File: src/peer_role_election_fsm_macros.svh
// assertion macros for the peer role election block
`ifndef PEER_ROLE_ELECTION_FSM_MACROS_SVH
`define PEER_ROLE_ELECTION_FSM_MACROS_SVH

`ifndef SYNTHESIS
`define PREFSM_ASSERT(label, clk, rst_n, prop) \
  label: assert property (@(posedge clk) disable iff (!rst_n) prop) \
    else $error("prefsm assertion failed");
`define PREFSM_ASSERT_IMPL(label, clk, rst_n, ante, cons) \
  `PREFSM_ASSERT(label, clk, rst_n, (ante) |-> (cons))
`define PREFSM_ASSERT_NEXT(label, clk, rst_n, ante, cons) \
  `PREFSM_ASSERT(label, clk, rst_n, (ante) |=> (cons))
`else
`define PREFSM_ASSERT(label, clk, rst_n, prop)
`define PREFSM_ASSERT_IMPL(label, clk, rst_n, ante, cons)
`define PREFSM_ASSERT_NEXT(label, clk, rst_n, ante, cons)
`endif

`endif

File: src/prefsm_pkg.sv
// types, codes and helpers shared by the peer role election block
`timescale 1ns / 1ps

package prefsm_pkg;

  localparam int unsigned ADDR_W = 32;

  typedef enum logic [0:0] {
    CFG_LOCAL_ADDR = 1'b0,
    CFG_PEER_ADDR  = 1'b1
  } cfg_reg_e;

  typedef enum logic [1:0] {
    OP_START  = 2'd0,
    OP_STOP   = 2'd1,
    OP_CONFIG = 2'd2,
    OP_PEER   = 2'd3
  } op_e;

  typedef enum logic [3:0] {
    ST_IDLE       = 4'b0001,
    ST_MASTER     = 4'b0010,
    ST_SLAVE      = 4'b0100,
    ST_STANDALONE = 4'b1000
  } node_state_e;

  typedef enum logic [1:0] {
    ROLE_UNSET = 2'd0,
    MASTER     = 2'd1,
    SLAVE      = 2'd2,
    STANDALONE = 2'd3
  } role_e;

  localparam logic [1:0] NODE_IDLE       = 2'd0;
  localparam logic [1:0] NODE_MASTER     = 2'd1;
  localparam logic [1:0] NODE_SLAVE      = 2'd2;
  localparam logic [1:0] NODE_STANDALONE = 2'd3;

  localparam logic PEER_DOWN_SET = 1'b1;
  localparam logic ID_OF_MASTER  = 1'b0;
  localparam logic ID_OF_SLAVE   = 1'b1;

  typedef struct packed {
    node_state_e node;
    role_e       cur;
    role_e       prev;
    logic        peer_down;
    logic        own_slave;
  } state_t;

  typedef struct packed {
    logic [1:0] node;
    logic       consumed;
    logic       notified;
    logic [1:0] role_now;
    logic [1:0] role_before;
    logic       status_event;
    logic       local_id_write;
    logic       local_id_slave;
    logic       remote_id_write;
    logic       remote_id_slave;
    logic       own_id_slave;
  } res_t;

  function automatic logic [1:0] node_code(node_state_e st);
    logic [1:0] code;
    case (st)
      ST_MASTER:     code = NODE_MASTER;
      ST_SLAVE:      code = NODE_SLAVE;
      ST_STANDALONE: code = NODE_STANDALONE;
      default:       code = NODE_IDLE;
    endcase
    return code;
  endfunction

endpackage

File: src/prefsm_evt_if.sv
// event channel: operation and peer status
`timescale 1ns / 1ps

interface prefsm_evt_if;
  logic       valid;
  logic       ready;
  logic [1:0] operation;
  logic       peer_down;

  modport source (output valid, output operation, output peer_down, input ready);
  modport sink (input valid, input operation, input peer_down, output ready);
endinterface

File: src/prefsm_res_if.sv
// result channel: node, roles and notification flags
`timescale 1ns / 1ps

interface prefsm_res_if;
  logic       valid;
  logic       ready;
  logic [1:0] node;
  logic       consumed;
  logic       notified;
  logic [1:0] role_now;
  logic [1:0] role_before;
  logic       status_event;
  logic       local_id_write;
  logic       local_id_slave;
  logic       remote_id_write;
  logic       remote_id_slave;
  logic       own_id_slave;

  modport source (
    output valid, output node, output consumed, output notified, output role_now,
    output role_before, output status_event, output local_id_write,
    output local_id_slave, output remote_id_write, output remote_id_slave,
    output own_id_slave, input ready
  );
  modport sink (
    input valid, input node, input consumed, input notified, input role_now,
    input role_before, input status_event, input local_id_write,
    input local_id_slave, input remote_id_write, input remote_id_slave,
    input own_id_slave, output ready
  );
endinterface

File: src/prefsm_step.sv
// next-state and result logic for one event
`timescale 1ns / 1ps

module prefsm_step (
  input  prefsm_pkg::state_t              state_i,
  input  logic [1:0]                      operation_i,
  input  logic                            peer_down_i,
  input  logic [prefsm_pkg::ADDR_W-1:0]   local_addr_i,
  input  logic [prefsm_pkg::ADDR_W-1:0]   peer_addr_i,
  output prefsm_pkg::state_t              state_o,
  output prefsm_pkg::res_t                res_o
);

  function automatic prefsm_pkg::state_t elect(
    prefsm_pkg::state_t s,
    logic [prefsm_pkg::ADDR_W-1:0] la,
    logic [prefsm_pkg::ADDR_W-1:0] pa
  );
    prefsm_pkg::state_t r;
    r = s;
    if (la != '0 && pa != '0) begin
      if (s.peer_down == prefsm_pkg::PEER_DOWN_SET) begin
        case (s.cur)
          prefsm_pkg::MASTER: begin
            r.prev      = prefsm_pkg::MASTER;
            r.own_slave = prefsm_pkg::ID_OF_MASTER;
          end
          prefsm_pkg::SLAVE: begin
            r.cur       = prefsm_pkg::STANDALONE;
            r.prev      = prefsm_pkg::SLAVE;
            r.own_slave = prefsm_pkg::ID_OF_MASTER;
          end
          prefsm_pkg::STANDALONE: begin
            r.prev      = prefsm_pkg::STANDALONE;
            r.own_slave = prefsm_pkg::ID_OF_MASTER;
          end
          default: ;
        endcase
      end else if (la < pa) begin
        r.prev      = s.cur;
        r.cur       = prefsm_pkg::SLAVE;
        r.own_slave = prefsm_pkg::ID_OF_SLAVE;
      end else if (la > pa) begin
        r.prev      = s.cur;
        r.cur       = prefsm_pkg::MASTER;
        r.own_slave = prefsm_pkg::ID_OF_MASTER;
      end
    end else begin
      r.prev      = s.cur;
      r.cur       = prefsm_pkg::STANDALONE;
      r.own_slave = prefsm_pkg::ID_OF_MASTER;
    end
    case (r.cur)
      prefsm_pkg::MASTER: r.node = prefsm_pkg::ST_MASTER;
      prefsm_pkg::SLAVE:  r.node = prefsm_pkg::ST_SLAVE;
      default:            r.node = prefsm_pkg::ST_STANDALONE;
    endcase
    return r;
  endfunction

  prefsm_pkg::op_e    op;
  prefsm_pkg::state_t nxt;
  prefsm_pkg::state_t peer_upd;
  logic               consumed;
  logic               notify;

  assign op = prefsm_pkg::op_e'(operation_i);

  always_comb begin
    peer_upd           = state_i;
    peer_upd.peer_down = peer_down_i;
    nxt                = state_i;
    consumed           = 1'b0;
    notify             = 1'b0;
    if (state_i.node == prefsm_pkg::ST_IDLE) begin
      if (op == prefsm_pkg::OP_START) begin
        consumed = 1'b1;
        nxt      = elect(state_i, local_addr_i, peer_addr_i);
        notify   = 1'b1;
      end
    end else begin
      case (op)
        prefsm_pkg::OP_PEER: begin
          if (state_i.node == prefsm_pkg::ST_MASTER) begin
            consumed      = 1'b1;
            nxt.peer_down = peer_down_i;
          end else if (state_i.node == prefsm_pkg::ST_SLAVE) begin
            // a slave only reacts to the peer going down
            if (peer_down_i == prefsm_pkg::PEER_DOWN_SET) begin
              consumed      = 1'b1;
              nxt.cur       = prefsm_pkg::STANDALONE;
              nxt.prev      = prefsm_pkg::SLAVE;
              nxt.peer_down = prefsm_pkg::PEER_DOWN_SET;
              nxt.own_slave = prefsm_pkg::ID_OF_MASTER;
              nxt.node      = prefsm_pkg::ST_STANDALONE;
              notify        = 1'b1;
            end
          end else begin
            consumed = 1'b1;
            nxt      = elect(peer_upd, local_addr_i, peer_addr_i);
            notify   = 1'b1;
          end
        end
        prefsm_pkg::OP_STOP: begin
          consumed = 1'b1;
          nxt.node = prefsm_pkg::ST_IDLE;
        end
        prefsm_pkg::OP_CONFIG: begin
          consumed = 1'b1;
          nxt      = elect(state_i, local_addr_i, peer_addr_i);
          notify   = 1'b1;
        end
        default: ;
      endcase
    end
  end

  assign state_o = nxt;

  always_comb begin
    res_o                 = '0;
    res_o.node            = prefsm_pkg::node_code(nxt.node);
    res_o.consumed        = consumed;
    res_o.notified        = notify;
    res_o.role_now        = nxt.cur;
    res_o.role_before     = nxt.prev;
    res_o.own_id_slave    = nxt.own_slave;
    if (notify) begin
      res_o.status_event    = (nxt.cur != nxt.prev);
      res_o.local_id_write  = (local_addr_i != '0) || (nxt.cur == prefsm_pkg::STANDALONE);
      res_o.local_id_slave  = (nxt.cur == prefsm_pkg::SLAVE);
      res_o.remote_id_write = (peer_addr_i != '0);
      res_o.remote_id_slave = (nxt.cur == prefsm_pkg::MASTER);
    end
  end

endmodule

File: src/peer_role_election_fsm.sv
// top level of the two-node peer role election block
//
//   channel  dir  handshake      payload
//   evt_i    in   valid/ready    operation, peer_down
//   res_o    out  valid/ready    node, consumed, notified, roles, id flags
//   cfg      in   cfg_we_i       cfg_idx_i, cfg_wdata_i
//
// one item per cycle while the result side is ready; an item that is taken
// passes through the event register and then the result register
// the event register feeds the step logic, which updates the node state
// and loads the result register in the same cycle
// reset sets the node to idle and clears roles, peer flag, own id and both addresses
// a stalled result holds the event register, which then drops ready
`timescale 1ns / 1ps
`include "peer_role_election_fsm_macros.svh"

module peer_role_election_fsm (
  input  logic                          clk_i,
  input  logic                          rst_ni,
  input  logic                          cfg_we_i,
  input  logic [0:0]                    cfg_idx_i,
  input  logic [prefsm_pkg::ADDR_W-1:0] cfg_wdata_i,
  prefsm_evt_if.sink                    evt_i,
  prefsm_res_if.source                  res_o
);

  logic [prefsm_pkg::ADDR_W-1:0] local_addr_q;
  logic [prefsm_pkg::ADDR_W-1:0] peer_addr_q;

  logic               evt_valid_q;
  logic [1:0]         op_q;
  logic               down_q;

  prefsm_pkg::state_t state_q;
  prefsm_pkg::state_t state_d;
  prefsm_pkg::res_t   res_d;
  prefsm_pkg::res_t   res_q;
  logic               res_valid_q;
  logic               fire;

  assign fire        = evt_valid_q && (!res_valid_q || res_o.ready);
  assign evt_i.ready = !evt_valid_q || fire;

  always_ff @(posedge clk_i or negedge rst_ni) begin
    if (!rst_ni) begin
      local_addr_q <= '0;
      peer_addr_q  <= '0;
    end else if (cfg_we_i) begin
      case (prefsm_pkg::cfg_reg_e'(cfg_idx_i))
        prefsm_pkg::CFG_LOCAL_ADDR: local_addr_q <= cfg_wdata_i;
        prefsm_pkg::CFG_PEER_ADDR:  peer_addr_q  <= cfg_wdata_i;
        default: ;
      endcase
    end
  end

  always_ff @(posedge clk_i or negedge rst_ni) begin
    if (!rst_ni) begin
      evt_valid_q <= 1'b0;
    end else if (evt_i.ready) begin
      evt_valid_q <= evt_i.valid;
    end
  end

  always_ff @(posedge clk_i) begin
    if (evt_i.ready && evt_i.valid) begin
      op_q   <= evt_i.operation;
      down_q <= evt_i.peer_down;
    end
  end

  prefsm_step u_step (
    .state_i      (state_q),
    .operation_i  (op_q),
    .peer_down_i  (down_q),
    .local_addr_i (local_addr_q),
    .peer_addr_i  (peer_addr_q),
    .state_o      (state_d),
    .res_o        (res_d)
  );

  always_ff @(posedge clk_i or negedge rst_ni) begin
    if (!rst_ni) begin
      state_q.node      <= prefsm_pkg::ST_IDLE;
      state_q.cur       <= prefsm_pkg::ROLE_UNSET;
      state_q.prev      <= prefsm_pkg::ROLE_UNSET;
      state_q.peer_down <= 1'b0;
      state_q.own_slave <= prefsm_pkg::ID_OF_MASTER;
    end else if (fire) begin
      state_q <= state_d;
    end
  end

  always_ff @(posedge clk_i or negedge rst_ni) begin
    if (!rst_ni) begin
      res_valid_q <= 1'b0;
    end else if (fire) begin
      res_valid_q <= 1'b1;
    end else if (res_o.ready) begin
      res_valid_q <= 1'b0;
    end
  end

  always_ff @(posedge clk_i) begin
    if (fire) begin
      res_q <= res_d;
    end
  end

  assign res_o.valid           = res_valid_q;
  assign res_o.node            = res_q.node;
  assign res_o.consumed        = res_q.consumed;
  assign res_o.notified        = res_q.notified;
  assign res_o.role_now        = res_q.role_now;
  assign res_o.role_before     = res_q.role_before;
  assign res_o.status_event    = res_q.status_event;
  assign res_o.local_id_write  = res_q.local_id_write;
  assign res_o.local_id_slave  = res_q.local_id_slave;
  assign res_o.remote_id_write = res_q.remote_id_write;
  assign res_o.remote_id_slave = res_q.remote_id_slave;
  assign res_o.own_id_slave    = res_q.own_id_slave;

  // an unhandled event leaves the node state untouched
  `PREFSM_ASSERT_NEXT(a_unhandled_keeps_state, clk_i, rst_ni,
                      fire && !res_d.consumed, $stable(state_q))
  `PREFSM_ASSERT_NEXT(a_fire_loads_result, clk_i, rst_ni, fire, res_valid_q)
  `PREFSM_ASSERT_IMPL(a_notify_needs_consume, clk_i, rst_ni,
                      res_valid_q && res_q.notified, res_q.consumed)
  `PREFSM_ASSERT_IMPL(a_idle_no_notify, clk_i, rst_ni,
                      res_valid_q && (res_q.node == prefsm_pkg::NODE_IDLE), !res_q.notified)
  // the result shown matches the state it left behind
  `PREFSM_ASSERT_NEXT(a_result_matches_state, clk_i, rst_ni,
                      fire, res_q.role_now == state_q.cur)

endmodule

File: src/flat_wrapper.sv
// flat-port wrapper written by rule: the top's interface ports become plain ports
module peer_role_election_fsm_flat 
  (clk_i, rst_ni, cfg_we_i, cfg_idx_i, cfg_wdata_i, evt_i_valid, evt_i_operation, evt_i_peer_down, evt_i_ready, res_o_valid, res_o_node, res_o_consumed, res_o_notified, res_o_role_now, res_o_role_before, res_o_status_event, res_o_local_id_write, res_o_local_id_slave, res_o_remote_id_write, res_o_remote_id_slave, res_o_own_id_slave, res_o_ready);
  prefsm_evt_if evt_i_i ();
  prefsm_res_if res_o_i ();
  input  logic clk_i;
  input  logic rst_ni;
  input  logic cfg_we_i;
  input  logic [0:0] cfg_idx_i;
  input  logic [prefsm_pkg::ADDR_W-1:0] cfg_wdata_i;
  input wire logic [$bits(evt_i_i.valid)-1:0] evt_i_valid;
  input wire logic [$bits(evt_i_i.operation)-1:0] evt_i_operation;
  input wire logic [$bits(evt_i_i.peer_down)-1:0] evt_i_peer_down;
  output wire logic [$bits(evt_i_i.ready)-1:0] evt_i_ready;
  output wire logic [$bits(res_o_i.valid)-1:0] res_o_valid;
  output wire logic [$bits(res_o_i.node)-1:0] res_o_node;
  output wire logic [$bits(res_o_i.consumed)-1:0] res_o_consumed;
  output wire logic [$bits(res_o_i.notified)-1:0] res_o_notified;
  output wire logic [$bits(res_o_i.role_now)-1:0] res_o_role_now;
  output wire logic [$bits(res_o_i.role_before)-1:0] res_o_role_before;
  output wire logic [$bits(res_o_i.status_event)-1:0] res_o_status_event;
  output wire logic [$bits(res_o_i.local_id_write)-1:0] res_o_local_id_write;
  output wire logic [$bits(res_o_i.local_id_slave)-1:0] res_o_local_id_slave;
  output wire logic [$bits(res_o_i.remote_id_write)-1:0] res_o_remote_id_write;
  output wire logic [$bits(res_o_i.remote_id_slave)-1:0] res_o_remote_id_slave;
  output wire logic [$bits(res_o_i.own_id_slave)-1:0] res_o_own_id_slave;
  input wire logic [$bits(res_o_i.ready)-1:0] res_o_ready;
  assign evt_i_i.valid = evt_i_valid;
  assign evt_i_i.operation = evt_i_operation;
  assign evt_i_i.peer_down = evt_i_peer_down;
  assign evt_i_ready = evt_i_i.ready;
  assign res_o_valid = res_o_i.valid;
  assign res_o_node = res_o_i.node;
  assign res_o_consumed = res_o_i.consumed;
  assign res_o_notified = res_o_i.notified;
  assign res_o_role_now = res_o_i.role_now;
  assign res_o_role_before = res_o_i.role_before;
  assign res_o_status_event = res_o_i.status_event;
  assign res_o_local_id_write = res_o_i.local_id_write;
  assign res_o_local_id_slave = res_o_i.local_id_slave;
  assign res_o_remote_id_write = res_o_i.remote_id_write;
  assign res_o_remote_id_slave = res_o_i.remote_id_slave;
  assign res_o_own_id_slave = res_o_i.own_id_slave;
  assign res_o_i.ready = res_o_ready;
  peer_role_election_fsm u_core (.clk_i(clk_i), .rst_ni(rst_ni), .cfg_we_i(cfg_we_i), .cfg_idx_i(cfg_idx_i), .cfg_wdata_i(cfg_wdata_i), .evt_i(evt_i_i), .res_o(res_o_i));
endmodule
File: config.mk
export PLATFORM = sky130hd
export DESIGN_NAME = peer_role_election_fsm_flat
export DESIGN_NICKNAME = d
export VERILOG_FILES = /design/src/prefsm_pkg.sv /design/src/prefsm_evt_if.sv /design/src/prefsm_res_if.sv /design/src/prefsm_step.sv /design/src/peer_role_election_fsm.sv /design/src/flat_wrapper.sv
export VERILOG_INCLUDE_DIRS = /design/src /design/src/src
export SDC_FILE = /design/constraint.sdc
export NUM_CORES = 1
export LEC_CHECK = 0
export BUFFER_PORTS_ARGS = -buffer_cell sky130_fd_sc_hd__buf_4
export CAP_MARGIN = 5
export CORE_MARGIN = 5
export CORE_UTILIZATION = 40
export DETAILED_ROUTE_END_ITERATION = 8
export PLACE_DENSITY_LB_ADDON = 0.15
export SKIP_LAST_GASP = 1
export SYNTH_ARGS = -nofsm -noshare
export SYNTH_HDL_FRONTEND = slang
export SYNTH_SLANG_ARGS = --single-unit
File: constraint.sdc
create_clock -name clk_i -period 2.9 [get_ports clk_i]
set_input_delay 0.58 -clock clk_i [delete_from_list [all_inputs] [get_ports clk_i]]
set_output_delay 0.58 -clock clk_i [all_outputs]
set_load 0.02 [all_outputs]
Word-level counts from Yosys, hierarchy flattened
Cells that the tools add are included.
- bitwise logic cells: 3
- muxes and demuxes: 47
- reductions and logical operators: 17
- $lt $le $gt $ge: 2
- eq/ne operators: 23
- operators with widths (operator ; count):
    32-bit nonzero test ; 2
    4-bit 2-to-1 mux ; 14
    10-bit 2-to-1 mux ; 4
    32-bit > comparator ; 1
    32-bit less-than comparator ; 1
    4-bit case mux with 2 select lines ; 3
    2-bit equality test (second input constant) ; 9
    1-bit 2-to-1 mux ; 18
    2-bit by 1-bit equality test with 1-bit output (second input constant) ; 6
    2-bit case mux with 3 select lines ; 2
    4-bit case mux with 3 select lines ; 1
    6-bit case mux with 2 select lines ; 1
    4-bit by 2-bit equality test with 1-bit output (second input constant) ; 2
    4-bit by 3-bit equality test with 1-bit output (second input constant) ; 2
    8-bit 2-to-1 mux ; 1
    5-bit AND reduction ; 1
    4-bit by 1-bit equality test with 1-bit output (second input constant) ; 1
    4-bit equality test (second input constant) ; 1
    1-bit case mux with 2 select lines ; 2
    2-bit AND reduction ; 2
    1-bit logical AND ; 3
    1-bit logical OR ; 3
    3-bit by 2-bit inequality test with 1-bit output (second input constant) ; 1
    1-bit NOT ; 3
    7 further kinds ; 8
- word-level logic and storage cells: 114
- input bits: 41
- output and inout bits: 16
- flip-flop bits (word level): 93

Longest topological paths before layout
- word-level depth: 17
- gate-level depth with buffers: 17
- gate-level depth less buffers: 16

By module
From an unflattened synthesis, not the netlist that was laid out.
- cell total of the unflattened synthesis: 510
- area total of the unflattened synthesis: 5492.8 µm²
- by module, submodules not included (module ; area an instance (µm²) ; seq. area each (µm²) ; instances ; cells an instance):
    peer_role_election_fsm ; 3394.5 ; 2413.6 ; 1 ; 184
    prefsm_step ; 2098.3 ; 0.0 ; 1 ; 326

Least setup slack after synthesis
No wires, ideal clock.
- path kind: reg-to-reg
- start point: reg u_core.peer_addr_q[21] in the netlist's numbering
- end point: reg u_core.res_q (netlist bit u_core.res_o.node[0]) (data pin)
- buffers on the path: 1
- arrival time: 2.997 ns
- setup time: 0.263 ns
- stages on the path, launching flop included: 17
- data required time: 2.637 ns
- period minus slack after synthesis: 3.261 ns
- path slack: -0.361 ns
- cells stage by stage: dfrtp_1 -> inv_1 -> ha_1 -> a21o_1 -> nand3_1 -> a211oi_1 -> or4_1 -> buf_2 -> nor3_2 -> nand3b_1 -> inv_1 -> ha_1 -> a21oi_1 -> nor2_1 -> o21ai_0 -> xor2_1 -> nor3_1
- RTL lines (item ; RTL line ; RTL):
    start: declaration ; peer_role_election_fsm.sv:28 ; logic [prefsm_pkg::ADDR_W-1:0] peer_addr_q;
    start signal: assignment ; peer_role_election_fsm.sv:51 ; prefsm_pkg::CFG_PEER_ADDR: peer_addr_q <= cfg_wdata_i;
    end signal: assignment ; peer_role_election_fsm.sv:106 ; res_q <= res_d;
    end: declaration ; peer_role_election_fsm.sv:37 ; prefsm_pkg::res_t res_q;

==> results.txt <==
----------------------------------------------------
[Final layout]
  Ant diodes ... 0
  Syn-to-layout area delta ... 38.6%
  Fin nets ... 765
  Design Area, Final ... 7450 um2
  Share of layout cells above drive strength 1 ... 44.8%

[STA]
  Final number of hold-violating endpoints ... 0
  Clock tree skew after final layout ... 0.00653 ns
  Shortest clock period the worst path allows after layout ... 3.19 ns
  Least setup slack across all paths after layout ... -0.294 ns
  Fin crit share ... 110%
  RSZ-0062 raised after global routing ... true
  Maximum clock rate ... 313 MHz
  Final slew viol count ... 0
  Transition time at the pin with the least slew margin ... between 0.9 and 1 ns
  Finish-stage setup viols ... 12
  Hold slack final ... 0.395 ns
  Worst max-slew margin expressed relative to the limit ... 33.4%
  Post-route setup TNS ... -1.91 ns

[Place]
  Post-detail-place hpwl ... 9870 um
  Routability Congestion ... 0.894
  Cell area reported after detailed placement ... 6720 um2
  IO Port Bufs ... 56

[Yosys]
  Yosys warnings ... 0
  Cells after Synth ... 516
  FFs w/ async S/R, synth ... 81.7%
  Sequential element share of the synthesized area ... 44.9%
  Most common flop cell mapped by yosys ... dfrtp_1
  Share of the synthesized area in the top cell type ... 34.9%
  Top cells by area in the synthesized netlist ... dfrtp_1, mux2_2, ha_1
  Leading cell type by number of instances after synthesis ... dfrtp_1
  Cell types with the highest counts after synthesis ... dfrtp_1, mux2_2, inv_1, ha_1, nand2_1
  Mapped cell area ... 5370 um2
  Synthesized flop and latch total ... between 90 and 100
  EDFF count, synth ... 17
  Mean cell area of the mapped netlist ... 10.4 um2
  Post-Syn Nets ... between 500 and 600
  Cell type with the largest total area after synthesis ... dfrtp_1
  Unique masters post-synth ... 60

[GRT]
  First-pass GRT wire length ... 22,500 um
  Initial antenna violation count ... 0
  Gr usage total ... ~18%
  Global route total overflow ... 0
  Pin count of the biggest net entering global routing ... between 70 and 80
  Number of global-route vias before repair ... approximately 4,600

[Clock tree]
  Clock tree from TritonCTS ... done
  Number of clock sinks ... between 90 and 100
  Number of clock buffers inserted by TritonCTS ... 9
  H-tree level count ... 3
  Root cell of the clock tree ... clkbuf_16
  Number of buffers on the longest clock path ... 2
  Clock-pin slew reported for the worst setup and hold paths after clock tree synthesis ... 0.06 ns
  Clock latency on the worst-skew pair ... 0.35 ns
  Number of buffers inserted for hold repair after clock tree synthesis ... 0

[Floorplan]
  Count of standard-cell rows ... 42
  I/O pin total ... 57
  Die Y-Extent ... ~130 um
  Die Area ... 15,900 um2
  Initial core utilization ... 40.7%
  Die outline width ... roughly 130 um
  CORE AREA ... between 10,000 and 15,000 um2

[Critical path]
  Critical path data arrival time ... 3.38 ns
  Required arrival time at the worst endpoint ... 3.09 ns
  Setup CP Type ... reg2reg
  Type of element capturing the critical path ... flip-flop
  Element type at the critical path start ... flip-flop
  Critical Path Fanout Max ... 3

[Detailed routing]
  Vias ... around 4,500
  Final WL ... roughly 14,000 um
  Count of unresolved DRC violations after routing ... 0
  DRT antenna net count ... 0
  Vias per inst ... 5.17
  Routed WL per cell ... around 16 um
  Pre-antenna DRT Iters ... 5
  Initial detailed-routing violation count ... about 180

[Status]
  Status ... finished, violations left
  Violations in the final reports ... negative setup slack

[Pwr]
  Power Dens Cells ... just over 700 nW/um2
  Total leakage power ... 3.43 nW
  Maximum resistive drop on vdd ... 0.279 mV

[Min path]
  Class of the worst hold path ... in2async

[Run]
  Reported max-cap violation count ... 0

----------------------------------------------------
## report_power, final
part	switching, mW	internal (mW)
Clock	0.498	0.717
Sequential	0.203	1.61
Combinational	1.08	1.16
Total	1.78	3.48
## cell type report
class	instances	area, um2
tap	176	220
clock buffer	12	258
clock inverter	4	45.0
multi-input combinational	355	2990
inverter	51	191
sequential	93	2410
timing repair buffer	173	1330
fill	1185	5740
## placed cells by master, fill, tap and decap left out, types with 9 or more instances in the layout
cell type | synthesis | final
nand3_1 | 10 | 9
ha_1 | 41 | 34
buf_4 | 0 | 165
nor4_1 | 17 | 12
a21oi_1 | 30 | 25
edfxtp_1 | 17 | 17
mux2_2 | 65 | 64
inv_1 | 50 | 47
dfrtp_1 | 75 | 75
nand4_1 | 9 | 9
nor2_1 | 30 | 29
clkbuf_16 | 0 | 10
nand2_1 | 39 | 38
o21ai_0 | 31 | 23
## worst max-delay path, stage by stage, from the launching register on
cell and delay [ns]:
dfrtp_1 0.41, ha_4 0.28, nand4_1 0.19, nor4_4 0.36
o21ai_2 0.12, a31oi_4 0.27, buf_6 0.14, nor3_4 0.04
nand3b_1 0.20, buf_4 0.18, ha_4 0.16, a21oi_2 0.11
nor2_1 0.06, nor2_1 0.14, a21oi_2 0.06, xor2_1 0.16
nor3_1 0.15
## state kept, by name, summed over array words and instances, names as in the netlist, 2 cells and up
register                  count
u_core.op_q                   2
u_core.res_o.node             2
u_core.state_q               10
u_core.res_o.role_before      2
u_core.res_o.role_now         2
u_core.local_addr_q          32
u_core.peer_addr_q           32
## routing by layer
layer  track usage (%)  wire length [um]  vias to the layer above  share of wire, %
met4              6.18               266                        0               1.9
met2              30.5              6960                       76                51
li1                  -                 -                     2186                 -
met1              22.0              5970                     2180                44
met3              2.79               462                       21               3.4
met5                 0                 0                        -                 0
## kinds of logic (layout without fill, tap and decap cells)
group,count (synthesis),in the layout,synth area share [%]
multiplexers,67,67,14.0
AO/OA/AOI/OAI,97,97,11.2
flip-flops,93,93,44.9
AND/OR/NAND/NOR,147,147,14.3
XOR/XNOR,3,3,0.489
buffers and inverters,68,240,5.54
adder cells (fa/ha/maj),41,41,9.55
## through the flow
stage,cells,total power [mW],setup WS [ns],utilization (%)
after floorplan,516,2.89,-0.174,-
after global placement,837,3.66,-0.353,50.9
after detailed placement,837,3.70,-0.408,50.9
after CTS,858,5.04,-0.223,54.2
after global routing,864,5.61,-0.533,56.5
final,864,5.26,-0.294,56.5
## final timing paths
| check | start | to | slack, ns | cells past startpoint |
|---|---|---|---|---|
| worst min register to register | u_core.evt_valid_q | u_core.res_o.valid | 0.49 | 1 |
| worst min-delay path | rst_ni | u_core.peer_addr_q[20] | 0.39 | 1 |
| min in group clk_i | evt_i_peer_down | u_core.down_q | 0.40 | 1 |
| worst max-delay path | u_core.local_addr_q[15] | u_core.res_o.node[1] | -0.29 | 16 |
| max in group asynchronous | rst_ni | u_core.local_addr_q[5] | 1.86 | 1 |
| worst max register to register | u_core.local_addr_q[15] | u_core.res_o.node[1] | -0.29 | 16 |
## repair_timing
action / 4_1_cts / 5_1_grt
resized for setup: 20 / 50
buffers inserted: 5 / 8
gates cloned: 0 / 0
setup endpoints to repair: 15 / 16
pin swaps: 18 / 29
No activity file was read; power rests on OpenSTA's default activity.
